File: config.mk
export PLATFORM = sky130hd
export DESIGN_NAME = sorted_multi_timer_scheduler_flat
export DESIGN_NICKNAME = d
export VERILOG_FILES = /design/src/rtl/core/smts_pkg.sv /design/src/rtl/core/smts_if.sv /design/src/rtl/core/sorted_multi_timer_scheduler.sv /design/src/rtl/core/smts_cell.sv /design/src/rtl/core/smts_queue.sv /design/src/flat_wrapper.sv
export SDC_FILE = /design/constraint.sdc
export NUM_CORES = 2
export LEC_CHECK = 0
export BUFFER_PORTS_ARGS = -buffer_cell sky130_fd_sc_hd__buf_4
export CORE_ASPECT_RATIO = 1.2
export CORE_MARGIN = 2
export CORE_UTILIZATION = 40
export DETAILED_ROUTE_END_ITERATION = 16
export PLACE_DENSITY = 0.63
export SLEW_MARGIN = 20
export SYNTH_ARGS = -nofsm -noshare
export SYNTH_HDL_FRONTEND = slang
export SYNTH_SLANG_ARGS = --single-unit
export TNS_END_PERCENT = 5
File: constraint.sdc
create_clock -name clk -period 8.8 [get_ports clk]
set_clock_uncertainty 0.2 [all_clocks]
set_input_delay 1.32 -clock clk [delete_from_list [all_inputs] [get_ports clk]]
set_output_delay 1.32 -clock clk [all_outputs]
set_load 0.05 [all_outputs]
File: src/rtl/core/smts_pkg.sv
// Shared types and constants for the sorted multi-timer scheduler.
// No dependencies.
package smts_pkg;

	// Command codes
	localparam logic [3:0] CMD_TICK     = 4'd0;
	localparam logic [3:0] CMD_CREATE   = 4'd1;
	localparam logic [3:0] CMD_START    = 4'd2;
	localparam logic [3:0] CMD_STOP     = 4'd3;
	localparam logic [3:0] CMD_DELETE   = 4'd4;
	localparam logic [3:0] CMD_SET_INTV = 4'd5;
	localparam logic [3:0] CMD_ONESHOT  = 4'd6;
	localparam logic [3:0] CMD_PERIODIC = 4'd7;
	localparam logic [3:0] CMD_READ     = 4'd8;

	// Result kinds
	localparam logic [1:0] KIND_ACK   = 2'd0;
	localparam logic [1:0] KIND_FIRED = 2'd1;
	localparam logic [1:0] KIND_READ  = 2'd2;
	localparam logic [1:0] KIND_ERROR = 2'd3;

	// Most timers reported by one tick
	localparam int unsigned MAX_FIRE = 16;
	localparam int unsigned FIRE_W   = 5;

	// Operation broadcast to every queue cell
	typedef enum logic [1:0] {
		Q_NONE,
		Q_INSERT,
		Q_REMOVE
	} q_op_t;

	// Sequencer states
	typedef enum logic [2:0] {
		S_IDLE,
		S_EXEC,
		S_CALC,
		S_INS,
		S_RESP,
		S_DRAIN
	} state_t;

endpackage

File: src/rtl/core/smts_if.sv
// Handshake channels for commands and results of the timer scheduler.
// No dependencies.
interface smts_cmd_if;
	logic        valid;
	logic        ready;
	logic [3:0]  command;
	logic [3:0]  timer_id;
	logic [31:0] value;
	logic        periodic;

	modport source (output valid, command, timer_id, value, periodic, input ready);
	modport sink   (input valid, command, timer_id, value, periodic, output ready);
endinterface

interface smts_res_if;
	logic        valid;
	logic        ready;
	logic [1:0]  kind;
	logic [3:0]  fired_id;
	logic [31:0] read_value;
	logic        last;

	modport source (output valid, kind, fired_id, read_value, last, input ready);
	modport sink   (input valid, kind, fired_id, read_value, last, output ready);
endinterface

File: src/rtl/core/sorted_multi_timer_scheduler.sv
// Sorted multi-timer scheduler: slot tables, sequencer and result register.
// Start-type commands add a deadline add and a queue insert after the command decode.
// A tick pops due timers from the head of the cell chain, one entry per cycle while the
// result register is free, then computes a new deadline for and reinserts each periodic timer.
// One item in flight at a time; the result register frees the output side.
// Reset clears time, slot flags and queue cells; intervals are undefined until written.
module sorted_multi_timer_scheduler #(
	parameter int unsigned NUM_TIMERS = 16,
	parameter int unsigned TICK_BITS  = 32
) (
	input  logic        clk,
	input  logic        arst_n,
	smts_cmd_if.sink    cmd,
	smts_res_if.source  res
);

	localparam int unsigned SLOT_W = (NUM_TIMERS > 1) ? $clog2(NUM_TIMERS) : 1;
	localparam int unsigned IDW    = (SLOT_W > 4) ? SLOT_W : 4;
	localparam int unsigned RA_W   = $clog2(smts_pkg::MAX_FIRE);

	smts_pkg::state_t state_q, state_d;

	// latched command
	logic [3:0]            cmd_q;
	logic [3:0]            tid_q;
	logic [31:0]           val_q;
	logic                  per_q;
	logic                  tick_q;

	// slot tables
	logic [NUM_TIMERS-1:0] alloc_q, run_q, mode_q;
	logic [31:0]           period_q [NUM_TIMERS];

	logic [TICK_BITS-1:0]  now_q;
	logic [SLOT_W-1:0]     sid_q;
	logic [TICK_BITS-1:0]  dl_q;

	// tick drain bookkeeping
	logic [smts_pkg::FIRE_W-1:0] fire_n_q, nre_q, rr_q;
	logic [SLOT_W-1:0]     rearm_q [smts_pkg::MAX_FIRE];
	logic                  pend_v_q;
	logic [SLOT_W-1:0]     pend_id_q;

	// pending response of a non-tick command
	logic [1:0]            rkind_q;
	logic [31:0]           rval_q;

	// result register
	logic                  out_v_q;
	logic [1:0]            out_kind_q;
	logic [3:0]            out_id_q;
	logic [31:0]           out_rv_q;
	logic                  out_last_q;

	// queue
	smts_pkg::q_op_t       q_op;
	logic [SLOT_W-1:0]     q_id;
	logic [TICK_BITS-1:0]  q_dl;
	logic                  head_valid;
	logic [SLOT_W-1:0]     head_id;
	logic [TICK_BITS-1:0]  head_dl;

	logic                  out_free;
	logic                  out_load;
	logic                  accept;
	logic [IDW-1:0]        id_ext;
	logic [SLOT_W-1:0]     slot;
	logic                  id_ok;
	logic [TICK_BITS-1:0]  head_diff;
	logic                  due;
	logic [SLOT_W-1:0]     calc_sid;

	assign out_free = !out_v_q || res.ready;
	assign accept   = cmd.valid && cmd.ready;
	assign id_ext   = IDW'(tid_q);
	assign slot     = id_ext[SLOT_W-1:0];
	assign id_ok    = {1'b0, id_ext} < (IDW+1)'(NUM_TIMERS);

	// head expiry under wrap compare
	assign head_diff = head_dl - now_q;
	assign due       = head_valid && (fire_n_q < smts_pkg::FIRE_W'(smts_pkg::MAX_FIRE)) &&
			((head_diff == '0) || head_diff[TICK_BITS-1]);
	assign calc_sid  = tick_q ? rearm_q[rr_q[RA_W-1:0]] : sid_q;

	assign cmd.ready      = (state_q == smts_pkg::S_IDLE);
	assign res.valid      = out_v_q;
	assign res.kind       = out_kind_q;
	assign res.fired_id   = out_id_q;
	assign res.read_value = out_rv_q;
	assign res.last       = out_last_q;

	smts_queue #(
		.NUM_CELLS (NUM_TIMERS),
		.SLOT_W    (SLOT_W),
		.TICK_BITS (TICK_BITS)
	) u_queue (
		.clk        (clk),
		.arst_n     (arst_n),
		.op         (q_op),
		.op_id      (q_id),
		.op_dl      (q_dl),
		.head_valid (head_valid),
		.head_id    (head_id),
		.head_dl    (head_dl)
	);

	// state register
	always_ff @(posedge clk or negedge arst_n) begin
		if (!arst_n) state_q <= smts_pkg::S_IDLE;
		else         state_q <= state_d;
	end

	// next state, queue operation and result load
	always_comb begin
		state_d  = state_q;
		q_op     = smts_pkg::Q_NONE;
		q_id     = slot;
		q_dl     = dl_q;
		out_load = 1'b0;
		unique case (state_q)
			smts_pkg::S_IDLE: begin
				if (accept) begin
					state_d = (cmd.command == smts_pkg::CMD_TICK) ?
						smts_pkg::S_DRAIN : smts_pkg::S_EXEC;
				end
			end
			smts_pkg::S_EXEC: begin
				state_d = smts_pkg::S_RESP;
				if (cmd_q <= smts_pkg::CMD_READ && id_ok) begin
					if (cmd_q == smts_pkg::CMD_CREATE) begin
						if (alloc_q[slot] && run_q[slot]) q_op = smts_pkg::Q_REMOVE;
					end else if (alloc_q[slot]) begin
						case (cmd_q)
							smts_pkg::CMD_START, smts_pkg::CMD_SET_INTV,
							smts_pkg::CMD_PERIODIC: begin
								q_op    = smts_pkg::Q_REMOVE;
								state_d = smts_pkg::S_CALC;
							end
							smts_pkg::CMD_STOP, smts_pkg::CMD_DELETE: q_op = smts_pkg::Q_REMOVE;
							default: ;
						endcase
					end
				end
			end
			smts_pkg::S_CALC: begin
				if (tick_q && rr_q == nre_q) state_d = smts_pkg::S_IDLE;
				else                         state_d = smts_pkg::S_INS;
			end
			smts_pkg::S_INS: begin
				q_op    = smts_pkg::Q_INSERT;
				q_id    = sid_q;
				state_d = tick_q ? smts_pkg::S_CALC : smts_pkg::S_RESP;
			end
			smts_pkg::S_RESP: begin
				if (out_free) begin
					state_d  = smts_pkg::S_IDLE;
					out_load = 1'b1;
				end
			end
			smts_pkg::S_DRAIN: begin
				if (due) begin
					if (!pend_v_q || out_free) begin
						q_op     = smts_pkg::Q_REMOVE;
						q_id     = head_id;
						out_load = pend_v_q;
					end
				end else if (out_free) begin
					state_d  = smts_pkg::S_CALC;
					out_load = 1'b1;
				end
			end
			default: state_d = smts_pkg::S_IDLE;
		endcase
	end

	// control registers
	always_ff @(posedge clk or negedge arst_n) begin
		if (!arst_n) begin
			now_q    <= '0;
			alloc_q  <= '0;
			run_q    <= '0;
			mode_q   <= '0;
			out_v_q  <= 1'b0;
			pend_v_q <= 1'b0;
			tick_q   <= 1'b0;
			fire_n_q <= '0;
			nre_q    <= '0;
			rr_q     <= '0;
		end else begin
			// result valid: a new load wins over the drain
			if (out_load)       out_v_q <= 1'b1;
			else if (res.ready) out_v_q <= 1'b0;
			case (state_q)
				smts_pkg::S_IDLE: begin
					if (accept) begin
						tick_q   <= (cmd.command == smts_pkg::CMD_TICK);
						fire_n_q <= '0;
						nre_q    <= '0;
						rr_q     <= '0;
						pend_v_q <= 1'b0;
						if (cmd.command == smts_pkg::CMD_TICK) now_q <= now_q + 1'b1;
					end
				end
				smts_pkg::S_EXEC: begin
					if (cmd_q <= smts_pkg::CMD_READ && id_ok) begin
						if (cmd_q == smts_pkg::CMD_CREATE) begin
							if (alloc_q[slot] && run_q[slot]) begin
								run_q[slot] <= 1'b0;
							end else begin
								alloc_q[slot] <= 1'b1;
								run_q[slot]   <= 1'b0;
								mode_q[slot]  <= per_q;
							end
						end else if (alloc_q[slot]) begin
							case (cmd_q)
								smts_pkg::CMD_STOP:     run_q[slot] <= 1'b0;
								smts_pkg::CMD_DELETE: begin
									run_q[slot]   <= 1'b0;
									alloc_q[slot] <= 1'b0;
								end
								smts_pkg::CMD_ONESHOT:  mode_q[slot] <= 1'b0;
								smts_pkg::CMD_PERIODIC: mode_q[slot] <= 1'b1;
								default: ;
							endcase
						end
					end
				end
				smts_pkg::S_INS: begin
					run_q[sid_q] <= 1'b1;
					if (tick_q) rr_q <= rr_q + 1'b1;
				end
				smts_pkg::S_DRAIN: begin
					if (due) begin
						if (!pend_v_q || out_free) begin
							pend_v_q        <= 1'b1;
							fire_n_q        <= fire_n_q + 1'b1;
							run_q[head_id]  <= 1'b0;
							if (mode_q[head_id]) nre_q <= nre_q + 1'b1;
							else alloc_q[head_id] <= 1'b0;
						end
					end else if (out_free) begin
						pend_v_q <= 1'b0;
					end
				end
				default: ;
			endcase
		end
	end

	// payload registers
	always_ff @(posedge clk) begin
		case (state_q)
			smts_pkg::S_IDLE: begin
				if (accept) begin
					cmd_q <= cmd.command;
					tid_q <= cmd.timer_id;
					val_q <= cmd.value;
					per_q <= cmd.periodic;
				end
			end
			smts_pkg::S_EXEC: begin
				sid_q   <= slot;
				rkind_q <= smts_pkg::KIND_ACK;
				rval_q  <= '0;
				if (cmd_q > smts_pkg::CMD_READ) begin
					rkind_q <= smts_pkg::KIND_ACK;
				end else if (!id_ok) begin
					rkind_q <= smts_pkg::KIND_ERROR;
				end else if (cmd_q == smts_pkg::CMD_CREATE) begin
					if (!(alloc_q[slot] && run_q[slot])) period_q[slot] <= val_q;
				end else if (!alloc_q[slot]) begin
					rkind_q <= smts_pkg::KIND_ERROR;
				end else if (cmd_q == smts_pkg::CMD_SET_INTV) begin
					period_q[slot] <= val_q;
				end else if (cmd_q == smts_pkg::CMD_READ) begin
					rkind_q <= smts_pkg::KIND_READ;
					rval_q  <= period_q[slot];
				end
			end
			smts_pkg::S_CALC: begin
				sid_q <= calc_sid;
				dl_q  <= now_q + TICK_BITS'(period_q[calc_sid]);
			end
			smts_pkg::S_RESP: begin
				if (out_free) begin
					out_kind_q <= rkind_q;
					out_id_q   <= tid_q;
					out_rv_q   <= rval_q;
					out_last_q <= 1'b1;
				end
			end
			smts_pkg::S_DRAIN: begin
				if (due) begin
					if (!pend_v_q || out_free) begin
						if (pend_v_q) begin
							out_kind_q <= smts_pkg::KIND_FIRED;
							out_id_q   <= 4'(pend_id_q);
							out_rv_q   <= '0;
							out_last_q <= 1'b0;
						end
						pend_id_q <= head_id;
						if (mode_q[head_id]) rearm_q[nre_q[RA_W-1:0]] <= head_id;
					end
				end else if (out_free) begin
					out_kind_q <= pend_v_q ? smts_pkg::KIND_FIRED : smts_pkg::KIND_ACK;
					out_id_q   <= pend_v_q ? 4'(pend_id_q) : 4'd0;
					out_rv_q   <= '0;
					out_last_q <= 1'b1;
				end
			end
			default: ;
		endcase
	end

endmodule

File: src/rtl/core/smts_cell.sv
// One cell of the sorted timer queue: holds one (slot, deadline) entry.
// Depends on smts_pkg.
module smts_cell #(
	parameter int unsigned SLOT_W    = 4,
	parameter int unsigned TICK_BITS = 32
) (
	input  logic                 clk,
	input  logic                 arst_n,
	input  smts_pkg::q_op_t      op,
	input  logic [SLOT_W-1:0]    op_id,
	input  logic [TICK_BITS-1:0] op_dl,
	// left neighbor
	input  logic                 left_valid,
	input  logic [SLOT_W-1:0]    left_id,
	input  logic [TICK_BITS-1:0] left_dl,
	// right neighbor
	input  logic                 right_valid,
	input  logic [SLOT_W-1:0]    right_id,
	input  logic [TICK_BITS-1:0] right_dl,
	// prefix chains
	input  logic                 ins_run_in,
	output logic                 ins_run_out,
	input  logic                 rm_hit_in,
	output logic                 rm_hit_out,
	// own entry
	output logic                 valid,
	output logic [SLOT_W-1:0]    id,
	output logic [TICK_BITS-1:0] dl
);

	logic                 valid_q;
	logic [SLOT_W-1:0]    id_q;
	logic [TICK_BITS-1:0] dl_q;
	logic [TICK_BITS-1:0] diff;
	logic                 new_not_after;
	logic                 go;

	// new entry goes past this one unless its deadline is not after ours
	assign diff          = op_dl - dl_q;
	assign new_not_after = (diff == '0) || diff[TICK_BITS-1];
	assign go            = valid_q && !new_not_after;
	assign ins_run_out   = ins_run_in && go;
	assign rm_hit_out    = rm_hit_in || (valid_q && id_q == op_id);

	assign valid = valid_q;
	assign id    = id_q;
	assign dl    = dl_q;

	// entry valid bit
	always_ff @(posedge clk or negedge arst_n) begin
		if (!arst_n) begin
			valid_q <= 1'b0;
		end else begin
			case (op)
				smts_pkg::Q_INSERT: begin
					if (ins_run_in && !go) valid_q <= 1'b1;
					else if (!ins_run_in) valid_q <= left_valid;
				end
				smts_pkg::Q_REMOVE: begin
					if (rm_hit_out) valid_q <= right_valid;
				end
				default: ;
			endcase
		end
	end

	// entry payload
	always_ff @(posedge clk) begin
		case (op)
			smts_pkg::Q_INSERT: begin
				if (ins_run_in && !go) begin
					id_q <= op_id;
					dl_q <= op_dl;
				end else if (!ins_run_in) begin
					id_q <= left_id;
					dl_q <= left_dl;
				end
			end
			smts_pkg::Q_REMOVE: begin
				if (rm_hit_out) begin
					id_q <= right_id;
					dl_q <= right_dl;
				end
			end
			default: ;
		endcase
	end

endmodule

File: src/rtl/core/smts_queue.sv
// Sorted timer queue built as a row of smts_cell; head at cell 0.
// Depends on smts_pkg and smts_cell.
module smts_queue #(
	parameter int unsigned NUM_CELLS = 16,
	parameter int unsigned SLOT_W    = 4,
	parameter int unsigned TICK_BITS = 32
) (
	input  logic                 clk,
	input  logic                 arst_n,
	input  smts_pkg::q_op_t      op,
	input  logic [SLOT_W-1:0]    op_id,
	input  logic [TICK_BITS-1:0] op_dl,
	output logic                 head_valid,
	output logic [SLOT_W-1:0]    head_id,
	output logic [TICK_BITS-1:0] head_dl
);

	logic                 c_valid [NUM_CELLS];
	logic [SLOT_W-1:0]    c_id    [NUM_CELLS];
	logic [TICK_BITS-1:0] c_dl    [NUM_CELLS];
	logic                 ins_run [NUM_CELLS+1];
	logic                 rm_hit  [NUM_CELLS+1];

	assign ins_run[0] = 1'b1;
	assign rm_hit[0]  = 1'b0;

	for (genvar i = 0; i < NUM_CELLS; i++) begin : g_cell
		logic                 lv, rv;
		logic [SLOT_W-1:0]    lid, rid;
		logic [TICK_BITS-1:0] ldl, rdl;

		if (i == 0) begin : g_first
			assign lv  = 1'b0;
			assign lid = '0;
			assign ldl = '0;
		end else begin : g_mid
			assign lv  = c_valid[i-1];
			assign lid = c_id[i-1];
			assign ldl = c_dl[i-1];
		end

		if (i == NUM_CELLS - 1) begin : g_last
			assign rv  = 1'b0;
			assign rid = '0;
			assign rdl = '0;
		end else begin : g_inner
			assign rv  = c_valid[i+1];
			assign rid = c_id[i+1];
			assign rdl = c_dl[i+1];
		end

		smts_cell #(
			.SLOT_W    (SLOT_W),
			.TICK_BITS (TICK_BITS)
		) u_cell (
			.clk         (clk),
			.arst_n      (arst_n),
			.op          (op),
			.op_id       (op_id),
			.op_dl       (op_dl),
			.left_valid  (lv),
			.left_id     (lid),
			.left_dl     (ldl),
			.right_valid (rv),
			.right_id    (rid),
			.right_dl    (rdl),
			.ins_run_in  (ins_run[i]),
			.ins_run_out (ins_run[i+1]),
			.rm_hit_in   (rm_hit[i]),
			.rm_hit_out  (rm_hit[i+1]),
			.valid       (c_valid[i]),
			.id          (c_id[i]),
			.dl          (c_dl[i])
		);
	end

	assign head_valid = c_valid[0];
	assign head_id    = c_id[0];
	assign head_dl    = c_dl[0];

endmodule

File: src/flat_wrapper.sv
// flat-port wrapper written by rule: the top's interface ports become plain ports
module sorted_multi_timer_scheduler_flat 
#(
	parameter int unsigned NUM_TIMERS = 16,
	parameter int unsigned TICK_BITS  = 32
)
  (clk, arst_n, cmd_valid, cmd_command, cmd_timer_id, cmd_value, cmd_periodic, cmd_ready, res_valid, res_kind, res_fired_id, res_read_value, res_last, res_ready);
  smts_cmd_if cmd_i ();
  smts_res_if res_i ();
  input  logic clk;
  input  logic arst_n;
  input wire logic [$bits(cmd_i.valid)-1:0] cmd_valid;
  input wire logic [$bits(cmd_i.command)-1:0] cmd_command;
  input wire logic [$bits(cmd_i.timer_id)-1:0] cmd_timer_id;
  input wire logic [$bits(cmd_i.value)-1:0] cmd_value;
  input wire logic [$bits(cmd_i.periodic)-1:0] cmd_periodic;
  output wire logic [$bits(cmd_i.ready)-1:0] cmd_ready;
  output wire logic [$bits(res_i.valid)-1:0] res_valid;
  output wire logic [$bits(res_i.kind)-1:0] res_kind;
  output wire logic [$bits(res_i.fired_id)-1:0] res_fired_id;
  output wire logic [$bits(res_i.read_value)-1:0] res_read_value;
  output wire logic [$bits(res_i.last)-1:0] res_last;
  input wire logic [$bits(res_i.ready)-1:0] res_ready;
  assign cmd_i.valid = cmd_valid;
  assign cmd_i.command = cmd_command;
  assign cmd_i.timer_id = cmd_timer_id;
  assign cmd_i.value = cmd_value;
  assign cmd_i.periodic = cmd_periodic;
  assign cmd_ready = cmd_i.ready;
  assign res_valid = res_i.valid;
  assign res_kind = res_i.kind;
  assign res_fired_id = res_i.fired_id;
  assign res_read_value = res_i.read_value;
  assign res_last = res_i.last;
  assign res_i.ready = res_ready;
  sorted_multi_timer_scheduler #(.NUM_TIMERS(NUM_TIMERS), .TICK_BITS(TICK_BITS)) u_core (.clk(clk), .arst_n(arst_n), .cmd(cmd_i), .res(res_i));
endmodule
=== Word-level counts from Yosys, hierarchy flattened ===
Memories as Yosys holds them, arrays and structs flattened. A register that Yosys moved wholly into a read port is not among the register bits.
Cells that the tools add are included.
Widths: inputs -> output; s select.

* $add $sub $neg: 22
* $lt $le $gt $ge: 9
* Equality and inequality tests: 82
* Multiplexer cells: 313
* Bitwise operators: 13
* Reduce and logical (&&, ||, !) cells: 199

{| class="wikitable"
|+ Operators with widths
! operator !! count
|-
| $mux 32 || 53
|-
| $pmux 32 s2 || 17
|-
| $logic_not 32->1 || 17
|-
| $sub 32x32->32 || 17
|-
| $mux 16 || 17
|-
| $mux 4 || 56
|-
| $pmux 4 s2 || 19
|-
| $mux 1 || 83
|-
| $and 16x16->16 || 5
|-
| $logic_and 1x1->1 || 69
|-
| $eq 4x4->1 || 16
|-
| $pmux 16 s2 || 2
|-
| $reduce_and 3->1 || 20
|-
| $ne 3x3->1 const B || 17
|-
| $or 16x16->16 || 3
|-
| $pmux 16 s3 || 1
|-
| $ne 2x1->1 const B || 23
|-
| $pmux 1 s2 || 19
|-
| $mux 5 || 7
|-
| $logic_or 1x1->1 || 34
|-
| $logic_not 1->1 || 33
|-
| $add 32x1->32 const B || 1
|-
| $add 32x32->32 || 1
|-
| $mux 2 || 16
|-
| other kinds (42) || 92
|}

* Bits in registers: 815
* Memory bits (writable): 576
* Bits of input ports: 45
* Output and inout bits: 41
* Word-level logic and storage cells: 711
* Memories kept: 2

{| class="wikitable"
|+ Memory list
! memory !! depth !! width !! rd ports !! clocked after memory_dff !! wr ports !! RTL line !! text
|-
| u_core.period_q || 16 || 32 || 2 || 1 || 1 || sorted_multi_timer_scheduler.sv:32 || <nowiki>logic [31:0] period_q [NUM_TIMERS];</nowiki>
|-
| u_core.rearm_q || 16 || 4 || 1 || 0 || 1 || sorted_multi_timer_scheduler.sv:40 || <nowiki>logic [SLOT_W-1:0] rearm_q [smts_pkg::MAX_FIRE];</nowiki>
|}

=== Logic depth before layout (Yosys ltp) ===
* Word-level depth: 25
* Mapped depth: 29
* Depth with buffers taken out: 26

=== Modules after synthesis ===
From an unflattened synthesis, not the netlist that was laid out.

* Cell total of the unflattened synthesis: 11117
* Area total of the unflattened synthesis: 108907.0 µm²

{| class="wikitable"
|+ By module, submodules not included
! module !! times used !! cells an instance !! area an instance (µm²) !! sequential area each (µm²)
|-
| sorted_multi_timer_scheduler || 1 || 2611 || 40704.0 || 24448.4
|-
| smts_cell (u_core.u_queue.g_cell[2].u_cell ...) || 8 || 546 || 4431.8 || 1106.1
|-
| smts_cell (u_core.u_queue.g_cell[0].u_cell ...) || 8 || 517 || 4092.7 || 1106.1
|-
| smts_queue || 1 || 2 || 7.5 || 0.0
|}

=== Worst setup path before layout ===
No wires, ideal clock.

* Path kind: reg-to-reg
* From: register u_core.dl_q[1]
* To: register u_core.u_queue.g_cell[12].u_cell.valid_q
* Setup time: 130 ps
* Arrival: 8670 ps
* Data required time: 8470 ps
* Path slack: -200 ps
* Stages on the path, launching flop included: 20
* Buffers on the path: 1
* Clock period less this slack: 9000 ps
* Cell sequence: edfxtp_1 clkbuf_1 clkinv_1 fa_1 nor2b_1 o2111ai_1 a21oi_1 o211ai_1 o31ai_1 a221o_1 a21oi_1 mux2i_1 or4_1 or4_1 o311ai_0 nor3b_1 nand4_1 nor2_1 a211oi_1 mux2_1

* Cells in the longest elaborated chain, start to end: 19
* Elaborated cells between the ends (all ways): 82
* Classes of those cells: add/sub: 13; eq/ne: 1; mux: 2; reduce/logical: 66

{| class="wikitable"
|+ Ends and longest elaborated chain
! item !! RTL line !! text
|-
| from (decl) || sorted_multi_timer_scheduler.sv:36 || <nowiki>logic [TICK_BITS-1:0] dl_q;</nowiki>
|-
| from (signal assigned) || sorted_multi_timer_scheduler.sv:282 || <nowiki>dl_q <= now_q + TICK_BITS'(period_q[calc_sid]);</nowiki>
|-
| $sub 32x32->32 || smts_cell.sv:39 || <nowiki>assign diff = op_dl - dl_q;</nowiki>
|-
| $logic_not 32->1 || smts_cell.sv:40 || <nowiki>assign new_not_after = (diff == '0) || diff[TICK_BITS-1];</nowiki>
|-
| $logic_or 1x1->1 || smts_cell.sv:40 ||
|-
| $logic_not 1->1 || smts_cell.sv:41 || <nowiki>assign go = valid_q && !new_not_after;</nowiki>
|-
| $logic_and 1x1->1 || smts_cell.sv:41 ||
|-
| $logic_and 1x1->1 (11 in a row) || smts_cell.sv:42 || <nowiki>assign ins_run_out = ins_run_in && go;</nowiki>
|-
| $logic_and 1x1->1 || smts_cell.sv:56 || <nowiki>if (ins_run_in && !go) valid_q <= 1'b1;</nowiki>
|-
| $ne 3x3->1 (no source line) / $mux 1 (equally long branches) || - ||
|-
| $reduce_and 3->1 (no source line) / $pmux 1 s2 (equally long branches) || - ||
|-
| to (signal assigned) || smts_cell.sv:57 || <nowiki>else if (!ins_run_in) valid_q <= left_valid;</nowiki>
|-
| to (signal assigned) || smts_cell.sv:60 || <nowiki>if (rm_hit_out) valid_q <= right_valid;</nowiki>
|-
| to (decl) || smts_cell.sv:31 || <nowiki>logic valid_q;</nowiki>
|}

Several ways; a longest one is shown, not always the timed one.
A chain may end at the register's enable or synchronous reset.

=== Final worst setup path ===
* From: register u_core.u_queue.g_cell[0].u_cell.dl_q[6]
* To: register u_core.u_queue.g_cell[13].u_cell.dl_q[30] (enable)

* Cells in the longest elaborated chain, start to end: 23
* Elaborated cells between the ends (all ways): 73
* Classes of those cells: add/sub: 2; eq/ne: 18; mux: 4; reduce/logical: 49

{| class="wikitable"
|+ Ends and longest elaborated chain
! item !! RTL line !! text
|-
| from (decl) || smts_cell.sv:33 || <nowiki>logic [TICK_BITS-1:0] dl_q;</nowiki>
|-
| from (signal assigned) || smts_cell.sv:73 || <nowiki>dl_q <= op_dl;</nowiki>
|-
| from (signal assigned) || smts_cell.sv:76 || <nowiki>dl_q <= left_dl;</nowiki>
|-
| from (signal assigned) || smts_cell.sv:82 || <nowiki>dl_q <= right_dl;</nowiki>
|-
| $sub 32x32->32 || sorted_multi_timer_scheduler.sv:80 || <nowiki>assign head_diff = head_dl - now_q;</nowiki>
|-
| $logic_not 32->1 || sorted_multi_timer_scheduler.sv:82 || <nowiki>((head_diff == '0) || head_diff[TICK_BITS-1]);</nowiki>
|-
| $logic_or 1x1->1 || sorted_multi_timer_scheduler.sv:82 ||
|-
| $logic_and 1x1->1 || sorted_multi_timer_scheduler.sv:81 || <nowiki>assign due = head_valid && (fire_n_q < smts_pkg::FIRE_W'(smts_pkg::MAX_FIRE)) &&</nowiki>
|-
| $mux 4 || sorted_multi_timer_scheduler.sv:161 || <nowiki>if (due) begin</nowiki>
|-
| $pmux 4 s2 || sorted_multi_timer_scheduler.sv:120 || <nowiki>unique case (state_q)</nowiki>
|-
| $eq 4x4->1 || smts_cell.sv:43 || <nowiki>assign rm_hit_out = rm_hit_in || (valid_q && id_q == op_id);</nowiki>
|-
| $logic_and 1x1->1 || smts_cell.sv:43 ||
|-
| $logic_or 1x1->1 (13 in a row) || smts_cell.sv:43 ||
|-
| $ne 2x1->1 (no source line) || - ||
|-
| $reduce_and 3->1 (no source line) * || - ||
|-
| to (signal assigned) || smts_cell.sv:73 ||
|-
| to (signal assigned) || smts_cell.sv:76 ||
|-
| to (signal assigned) || smts_cell.sv:82 ||
|-
| to (decl) || smts_cell.sv:33 ||
|}

Every way passes the cells marked *; elsewhere a longest branch is shown, timed or not.

==> flow_metrics.tcl <==
set metrics [dict create \
    first_iter_violations 9979 \
    setup_viol 0 \
    vias_per_cell 6.27 \
    drcViolationCount 0 \
    critPathLaunch "u_core.u_queue.g_cell[0].u_cell.dl[6]" \
    rsz0062_at_grt "false" \
    synthTopCellsByArea "edfxtp_1 39%, mux4_2 7.2%, ha_1 7.0%" \
    first_pass_iters 6 \
    met3_usage_pct 4.71 \
    min_period_ns 8.12 \
    netlist_area_mm2 0.101 \
    fin_nets 10600 \
    htreeDepth 4 \
    yosysUniqueCellTypes 101 \
    ys_seq_elements 1423 \
    synth_seq_area_share_pct 41.8 \
    hp-class "primary input to async pin" \
    place_ws_ns 0.766 \
    cts_setup_buffers 0 \
    syn_to_final_growth_pct 10.8 \
    synth-edff-count 1306 \
    status "finished clean" \
    end_kind "register" \
    start_util_pct 40.3 \
    synth-main-ff-cell "edfxtp_1" \
    place.gp.congestion 0.998 \
    seq_area_mm2 0.0421 \
    finalHoldViolCount 0 \
    row_count 201 \
    path_max_fanout 32 \
    post-route-util_pct 44.6 \
    top_usage_layer "met2" \
    die_width_um 462 \
    first_global_vias 81000 \
    maxCapViolCount 0 \
    grt_use_met1_pct 35.2 \
    yosysTopAreaCellShare_pct 38.9 \
    ys_async_sr_fraction_pct 8.22 \
    finalCritPeriodShare_pct 92.2 \
    timing.setup.tns_ns 0 \
    clock_path_buffers 4 \
    dp_hpwl_um 273000 \
    wl_per_cell_um 28.3 \
    track_usage_pct 28.7 \
    peakVddDrop_mv 0.253 \
    critical_path_arrival_ns 8.46 \
    holdBufCountCts 0 \
    worst_pin_slew_ns 1.26 \
    grt_max_degree 255 \
    critPathLaunchType "register" \
    grt.met2_usage_pct 46.2 \
    slew_viol_final 0 \
    cts-resized-gates 0 \
    die-area_mm2 0.256 \
    slew_headroom_pct 16.0 \
    multiInputGateArea_mm2 0.0545 \
    final_common_cell "edfxtp_1" \
    fillCellCount 23400 \
    critPathRequiredTime_ns 9.15 \
    cts_made_buffers 161 \
    clk_pin_slew_ns 0.06 \
    syn-num-nets 10600 \
    routed_wl_um 380000 \
    syn_inst 9924 \
    cts_root_buffer "clkbuf_16" \
    grt.overflow.total 0 \
    vias 84100 \
    max_freq_ghz 0.123 \
    grt_pass1_wl_um 548000 \
    final_cell_mix "1306 x edfxtp_1, 958 x nand2_1, 892 x o21ai_0, 764 x inv_1" \
    power-per-cell-area_mw_per_mm2 427 \
    cts_tree "done" \
    io_buffers 85 \
    syn_avg_cell_area_um2 10.2 \
    cts.sinks 1423 \
    setup_slack_ns 0.683 \
    worstSkewPairLatency_ns 0.87 \
    reg2reg_from "u_core.u_queue.g_cell[0].u_cell.dl[6]" \
    drive_above_1_share_pct 10.6 \
    critical_path_class "register to register" \
    power.leakage_nw 42.8 \
    core_area_mm2 0.250 \
    ios 86 \
    yosysTopAreaCell "edfxtp_1" \
    fp.dieH_um 554 \
    ant_nets 0 \
    synth_warnings 0 \
    antenna_found_initial 9 \
]
cells by family after synthesis:
| logic type | Yosys count | share of synthesized area [%] |
|---|---|---|
| AO/OA/AOI/OAI | 2571 | 15.9 |
| XOR/XNOR | 311 | 2.70 |
| adder cells (fa/ha/maj) | 585 | 7.40 |
| buffers and inverters | 1219 | 4.59 |
| flip-flops | 1423 | 41.8 |
| multiplexers | 1008 | 14.1 |
| AND/OR/NAND/NOR | 2807 | 13.4 |
critical path: stages (launching register included):
cell	delay, ns
edfxtp_1	0.58
ha_1	0.44
a21o_1	0.20
a22o_1	0.22
a31oi_1	0.55
mux2_2	0.41
a2111oi_0	0.62
nand4_1	0.16
and4bb_2	0.36
nand4_4	0.19
o21a_1	0.40
nor2_1	0.51
nor2_1	0.17
inv_1	0.14
ha_4	0.34
o41ai_1	0.15
buf_4	0.18
a211oi_4	0.32
or4b_4	0.57
nor4b_2	0.56
a211oi_4	0.20
buf_4	0.33
flip-flops by register name (all words and copies together), names as in the netlist, 64 cells and up, named ones only:
signal                           cells
u_core.period_q                    512
u_core.u_queue.g_cell.u_cell.dl    512
u_core.rearm_q                      64
u_core.u_queue.g_cell.u_cell.id     64
power breakdown:
part           switching, W  leakage (nW)  internal (W)
Sequential          0.00270          13.3        0.0101
Combinational        0.0173          26.9        0.0106
Clock               0.00292          2.58       0.00406
Total                0.0229          42.8        0.0247
cells in the mapped netlist (41+ instances only):
| cell type | instances |
|---|---|
| nor2_1 | 616 |
| a2111oi_0 | 44 |
| mux2_2 | 77 |
| xor2_1 | 87 |
| o21bai_1 | 53 |
| o22ai_1 | 41 |
| a31oi_1 | 85 |
| nor4_1 | 66 |
| o211ai_1 | 57 |
| o2111ai_1 | 55 |
| nand2_1 | 963 |
| o21ai_0 | 892 |
| o31ai_1 | 50 |
| or3_1 | 58 |
| inv_1 | 766 |
| a21oi_1 | 603 |
| xnor2_1 | 224 |
| clkbuf_1 | 361 |
| nor3b_1 | 44 |
| nor2b_1 | 183 |
| nor3_1 | 178 |
| ha_1 | 567 |
| dfrtp_1 | 117 |
| a211oi_1 | 97 |
| nand3_1 | 160 |
| o21a_1 | 92 |
| buf_1 | 63 |
| and3_1 | 69 |
| nand2b_1 | 126 |
| nand4_1 | 108 |
| a21o_1 | 144 |
| edfxtp_1 | 1306 |
| mux4_2 | 320 |
| mux2i_1 | 606 |
| and2_1 | 83 |
layout make-up:
cell class	instances	area share [%]
antenna	1	0.00224
timing repair buffer	296	2.34
clock inverter	97	0.965
inverter	768	2.58
clock buffer	190	3.78
tap	3349	3.75
sequential	1423	37.8
multi-input combinational	7282	48.8
stage by stage:
step / hold WS (ns) / instance area [um2] / power (W) / std cells
floorplan: 0.243 / 101000 / 0.0306 / 9924
global placement: 0.257 / 106000 / 0.0397 / 13100
detailed placement: 0.271 / 106000 / 0.0400 / 13100
CTS: 0.187 / 112000 / 0.0470 / 13400
global route: 0.230 / 112000 / 0.0502 / 13400
finish: 0.224 / 112000 / 0.0476 / 13400
path summary, 6_finish.rpt:
kind,to,slack (ns),cells past startpoint
worst max register to register,u_core.u_queue.g_cell[13].u_cell.dl[30],0.68,21
max in group asynchronous,u_core.rr_q[1],6.79,2
worst min-delay path,u_core.now_q[17],0.22,1
worst min register to register,register,0.28,2
min in group clk,register,0.28,2
worst max-delay path,u_core.u_queue.g_cell[13].u_cell.dl[30],0.68,21
layer usage:
layer  vias up  share of wire, %
met5         -            0.0040
met4         4               8.4
met3      1099               8.5
met2      4403                46
met1     41300                37
li1      37300                 -
Power figures use the tool's default switching activity.
